===== src/rtl/rptw_pkg.sv =====
// ----------------------------------------------------------------------------
// Radix page-table walker package
// Shared sizes, beat types and the command and status groups that pass
// between the controller and the datapath.
// ----------------------------------------------------------------------------
package rptw_pkg;

  localparam int TABLE_ENTRIES = 512;
  localparam int LEVELS        = 5;
  localparam int TABLE_POOL    = 64;

  localparam int IDX_W  = $clog2(TABLE_ENTRIES);
  localparam int TBL_W  = $clog2(TABLE_POOL);
  localparam int ADDR_W = TBL_W + IDX_W;
  localparam int LVL_W  = $clog2(LEVELS);
  localparam int CNT_W  = $clog2(TABLE_POOL + 1);
  localparam int PN_W   = 45;
  localparam int VAL_W  = 32;

  localparam logic OP_READ  = 1'b0;
  localparam logic OP_WRITE = 1'b1;

  typedef struct packed {
    logic             operation;
    logic [PN_W-1:0]  page_number;
    logic [VAL_W-1:0] entry_value;
  } req_t;

  typedef struct packed {
    logic [VAL_W-1:0] read_value;
    logic             out_of_tables;
  } rsp_t;

  typedef struct packed {
    logic clear_step;
    logic load;
    logic rd;
    logic dir_adv;
    logic alloc;
    logic leaf_old;
    logic leaf_new;
    logic fail;
  } cmd_t;

  typedef struct packed {
    logic clear_last;
    logic at_leaf;
    logic last_dir;
    logic entry_zero;
    logic pool_short;
    logic rsp_free;
  } sts_t;

endpackage


===== src/rtl/rptw_ctrl.sv =====
// ----------------------------------------------------------------------------
// Radix page-table walker controller
// Sequences the clearing pass after reset, the directory reads, the table
// allocations and the leaf access of each request.
// ----------------------------------------------------------------------------
module rptw_ctrl import rptw_pkg::*; (
  input  logic clk,
  input  logic rst,
  input  logic req_valid,
  output logic req_stall,
  output cmd_t cmd,
  input  sts_t sts
);

  localparam logic [2:0] S_CLEAR = 3'd0;
  localparam logic [2:0] S_IDLE  = 3'd1;
  localparam logic [2:0] S_READ  = 3'd2;
  localparam logic [2:0] S_CHECK = 3'd3;
  localparam logic [2:0] S_ALLOC = 3'd4;
  localparam logic [2:0] S_NEW   = 3'd5;

  logic [2:0] state;
  logic [2:0] state_next;

  always_ff @(posedge clk) begin
    if (rst) begin
      state <= S_CLEAR;
    end else begin
      state <= state_next;
    end
  end

  always_comb begin
    state_next = state;
    cmd        = '0;
    unique case (state)
      S_CLEAR: begin
        cmd.clear_step = 1'b1;
        if (sts.clear_last) begin
          state_next = S_IDLE;
        end
      end
      S_IDLE: begin
        if (req_valid) begin
          cmd.load   = 1'b1;
          state_next = S_READ;
        end
      end
      S_READ: begin
        cmd.rd     = 1'b1;
        state_next = S_CHECK;
      end
      S_CHECK: begin
        priority if (sts.at_leaf) begin
          if (sts.rsp_free) begin
            cmd.leaf_old = 1'b1;
            state_next   = S_IDLE;
          end
        end else if (!sts.entry_zero) begin
          cmd.dir_adv = 1'b1;
          state_next  = S_READ;
        end else if (sts.pool_short) begin
          if (sts.rsp_free) begin
            cmd.fail   = 1'b1;
            state_next = S_IDLE;
          end
        end else begin
          state_next = S_ALLOC;
        end
      end
      S_ALLOC: begin
        cmd.alloc = 1'b1;
        if (sts.last_dir) begin
          state_next = S_NEW;
        end
      end
      S_NEW: begin
        if (sts.rsp_free) begin
          cmd.leaf_new = 1'b1;
          state_next   = S_IDLE;
        end
      end
      default: begin
        state_next = S_CLEAR;
      end
    endcase
  end

  assign req_stall = (state != S_IDLE);

  // A request beat is always followed by the first directory read.
  assert property (@(posedge clk) disable iff (rst) cmd.load |=> state == S_READ)
    else $error("walk did not start after a request beat");

  // At most one step of a walk is commanded in a cycle.
  assert property (@(posedge clk) disable iff (rst)
    $onehot0({cmd.load, cmd.rd, cmd.dir_adv, cmd.alloc, cmd.leaf_old,
              cmd.leaf_new, cmd.fail, cmd.clear_step}))
    else $error("conflicting datapath commands");

  // A walk only finishes when the response register can take the beat.
  assert property (@(posedge clk) disable iff (rst)
    (cmd.leaf_old || cmd.leaf_new || cmd.fail) |-> sts.rsp_free)
    else $error("walk finished into a full response register");

endmodule


===== config.mk =====
export PLATFORM = sky130hd
export DESIGN_NAME = rptw_ctrl
export DESIGN_NICKNAME = d
export VERILOG_FILES = /design/src/rtl/rptw_pkg.sv /design/src/rtl/rptw_ctrl.sv
export SDC_FILE = /design/constraint.sdc
export NUM_CORES = 1
export LEC_CHECK = 0
export BUFFER_PORTS_ARGS = -buffer_cell sky130_fd_sc_hd__clkbuf_2
export CAP_MARGIN = 20
export CELL_PAD_IN_SITES_DETAIL_PLACEMENT = 1
export CELL_PAD_IN_SITES_GLOBAL_PLACEMENT = 2
export CORE_ASPECT_RATIO = 1.2
export CORE_MARGIN = 4
export CORE_UTILIZATION = 16
export DETAILED_ROUTE_END_ITERATION = 16
export HOLD_SLACK_MARGIN = 0.08
export PLACE_DENSITY = 0.72
export SYNTH_ARGS = -nofsm -noshare
export SYNTH_HDL_FRONTEND = slang
export SYNTH_SLANG_ARGS = --single-unit

===== constraint.sdc =====
create_clock -name clk -period 1.13 [get_ports clk]
set_clock_uncertainty 0.1 [all_clocks]
set_input_delay 0.226 -clock clk [delete_from_list [all_inputs] [get_ports clk]]
set_output_delay 0.226 -clock clk [all_outputs]
set_load 0.005 [all_outputs]

# == Word-level counts from Yosys, hierarchy flattened ==
# Cells that the tools add are included.
# word_totals
ff_bits,3
latchBits,0
mem_bits_rw,0
romBits,0
input_bits,9
out_inout_bits,9
word_cells,36
n_memories,0
# op_classes
add_sub_neg,0
multipliers,0
div,0
magnitude_cmp,0
eq_ne,9
shift,0
mux,24
bitwise,0
n_reduce_logical,2
# ops
operator,count
$mux 3,7
$pmux 3 s6,1
$mux 1,16
$eq 3x2->1 const B,2
$eq 3x3->1 const B,2
$ne 2x2->1 const B,3
$eq 3x1->1 const B,1
$logic_not 3->1,1
$ne 3x1->1 const B,1
$reduce_and 3->1,1

# == Logic depth before layout (Yosys ltp) ==
# depth
ltp_word,5
mapped_depth,4
depth_no_buf,3

# == Worst setup path before layout ==
# Ideal clock, no wire load.
# synth_timing
path_type,register -> output
start,reg state[2]
end,out cmd[0] in the netlist's numbering
arrival_ps,896
setup_slack_ps,-92
path_stages_with_launch,4
path_cell_list,dfxtp_1 > buf_6 > and4bb_1 > and4_2
# synth_rtl
item,line_no,source
from (decl),rptw_ctrl.sv:22,logic [2:0] state;
from (signal assigned),rptw_ctrl.sv:29,state <= state_next;
to (decl),rptw_ctrl.sv:11,"output cmd_t cmd,"

==> impl_results.md <==
* Register bank with the most flops: state
* DRT Wirelength at 1070 um
* Full die area at 0.00225 mm^2
* Clock transition at the registers of the reported paths at 0.04 ns
* Final WS setup at -0.347 ns
* Critical hold path startpoint: rst
* Final count of hold timing violations at 0
* Slowest cell on crit path: dfxtp_2
* Type of the most critical hold path: in -> reg
* Worst setup path category: reg -> out
* Sequential fraction of the synthesis area at 24.1%
* Via count of the first global-routing pass at 414
* Yosys reg bits at 3
* Most numerous cell in the Yosys netlist: nand2_1
* PD cells at 903 mW/mm^2
* Largest stage delay on the critical path at 0.32 ns
* Distinct cell type count of the synthesized netlist at 21
* Regs by FF count: state: 3 flops
* CP Launch Type: register
* Detailed Place HPWL at 778 um
* Weighted congestion reported at the end of routability-driven placement at 0.779
* Endpoint of the worst hold path: state[2]
* Count of input and output buffers at 17
* Chip Width at 44.0 um
* Amount of wire on met3 after detailed routing at 67 um
* Leading post-synthesis cells by cell area: dfxtp_1 (24%), nor3_1 (6.0%), a2111oi_2 (6.0%), nand2_1 (6.0%), and4bb_1 (5.0%)
* Source of the worst register-to-register timing path: state[0]
* Setup repair after global routing missed its margin: yes
* Post-synth top flop: dfxtp_1
* Kind of capture point of the worst setup path: output pin
* Layout area overhead at 131%
* Cells after Synth at 32
* CP max FO at 4
* Worst path cell trace: and4bb_1, and4_4, clkbuf_2
* Synthesis Warnings at 0
* Total number of nets in the final design at 72
* Critical Path AT at 1.15 ns
* VDD IR-drop max at 445 uV
* Drt via density at 4.70
* Slew @ Worst Pin at 0.241 ns
* Post-Syn Area per Cell at 7.78 um^2
* Largest net degree at the start of global routing at 6
* Overall overflow remaining after global route at 0
* Number of top-level design ports at 18
* Total clock buffers created by CTS at 3
* Setup TNS at -2.23 ns
* Cts-stage hold buffer count at 0
* Antenna violations before repair at 0
* Worst hold path cell count at 2
* DRT iter0 DRCs at 4
* Maximum clock insertion buffer count at 2
* Share of final-layout standard cells stronger than drive strength 1 at 79.0%
* Post-route DRC at 0
* Synthesized cell area at 249 um^2
* Clock sink total at 3
* Run status: finished, violations left
* Static leakage power at 0.255 nW
* Antenna cell count at 0
* Count of buffering cells on the critical path with inverters included at 1
* Worst skew pair latency at 0.24 ns
* Tmin final at 1.48 ns
* Number of flip-flops in the largest register at 3
* Global Route Usage Sum at 11.3%
* Total number of H-tree levels at 1
* Maximum Capacitance Violations at 0
* Metal1 wirelength at 396 um
* Chip height at 51.2 um
* Final max-slew violation count at 0
* Number of flops mapped to enable cells by yosys at 0
* Routed WL per cell at 13.6 um
* Failing checks: setup timing
* Net Count, Synth at 41
* Share of the clock period used by the worst path after layout at 131%
* Area leader, netlist: dfxtp_1
* Detailed route wirelength on metal2 at 589 um
* Core box area at 0.00145 mm^2
* Endpoint required time on the critical path at 0.80 ns
* Fraction of registers with async set or reset after synthesis at 0%
* Cell family contributing the most delay on the critical path: simple AND/OR/NAND/NOR gates
* Register-to-register path setup slack at -0.05 ns
* R2r endpoint: state[0]
* Commonest cells in the synthesized netlist: nand2_1 (4), dfxtp_1 (3), nor2_1 (3), nor3_1 (3)
* Starting density of the core at 17.2%
* Wire length of the first global-routing pass at 1860 um
* Number of vias in the routed layout at 371
* Antenna viol nets, final at 0
* Number of cell rows at 15
* Post-synth top area share at 24.1%
* Maximum clock frequency at 677 MHz
* Number of fill cells in the layout at 169
* Max_slew headroom at 83.9%
* Clk Tree Root Cell: clkbuf_4
* Setup violators final at 10
* Highest metal used: met4
* TritonCTS clock tree: built
* Worst reg2reg path depth at 5
* Total power after layout at 0.000520 W
* Initial DRT Pass Iterations at 2
## cell usage in the layout, fill, tap and decap left out, drive strengths merged
| cell type | instances |
|---|---|
| clkbuf | 18 |
| buf | 14 |
| nand2 | 5 |
| nor3 | 3 |
| nor2 | 3 |
| dfxtp | 3 |
| o21ai | 2 |
| inv | 2 |
| nor4 | 1 |
| and4bb | 1 |
| and4 | 1 |
| nor2b | 1 |
| a41o | 1 |
| a221oi | 1 |
| o21bai | 1 |
| o2111a | 1 |
| a2111oi | 1 |
| nand3 | 1 |
| nand3b | 1 |
| a21oi | 1 |
## metrics by stage
| stage | std cells | hold slack, ns | setup slack [ns] | instance area [um^2] | utilization [%] |
|---|---|---|---|---|---|
| after global routing | 79 | 0.117 | -0.388 | 576 | 39.8 |
| after CTS | 78 | 0.106 | -0.359 | 513 | 35.5 |
| after global placement | 71 | 0.351 | -0.107 | 393 | 27.2 |
| final | 79 | 0.113 | -0.347 | 576 | 39.8 |
| after detailed placement | 71 | 0.344 | -0.133 | 393 | 27.2 |
| after floorplan | 32 | 0.195 | -0.0898 | 253 | - |
## cells by family after synthesis
family / after synthesis / synth area share (%)
buf+inv: 4 / 10.6
flops: 3 / 24.1
simple gates: 17 / 38.2
compound gates: 8 / 27.1
## report_power, final
group	switching, W	internal, W
sequential	0.0000110	0.000114
clock	0.0000640	0.000133
combinational	0.0000923	0.000105
## worst register-to-register path, cell delays in order (launching register included)
cell and delay, ns:
dfxtp_4 0.37, buf_8 0.13, buf_6 0.11, buf_6 0.11
o21ai_4 0.05, a221oi_2 0.22
## routing by layer
| layer | GRT usage (%) | vias to the layer above |
|---|---|---|
| li1 | - | 182 |
| met1 | 12.0 | 173 |
| met2 | 19.7 | 14 |
| met3 | 2.11 | 2 |
| met4 | 7.54 | 0 |
| met5 | 0 | - |
## repair_timing
action                                  in CTS  in global routing
endpoints found under the hold margin        0                  0
resized for setup                           19                 16
endpoints found under the setup margin      11                 12
buffers inserted                             3                  1
pin swaps                                    7                  5
## worst max path at each step
| stage | start | slack (ns) | endpoint | cells after the start |
|---|---|---|---|---|
| after floorplan | state[2] | -0.09 | cmd[0] | 3 |
| after global placement | state[0] | -0.11 | cmd[6] | 4 |
| after detailed placement | state[2] | -0.13 | cmd[0] | 3 |
| after CTS | state[2] | -0.36 | cmd[0] | 3 |
| after global routing | state[2] | -0.39 | cmd[0] | 3 |
| final | state[2] | -0.35 | cmd[0] | 3 |
## cell type report
cell class,count,area [um^2],area share (%)
timing repair buffer,28,190,33.0
tap,17,21.3,3.70
inverter,2,10.0,1.74
clock buffer,4,26.3,4.57
sequential,3,68.8,12.0
multi-input combinational,25,259,45.0
Power figures use the tool's default switching activity.
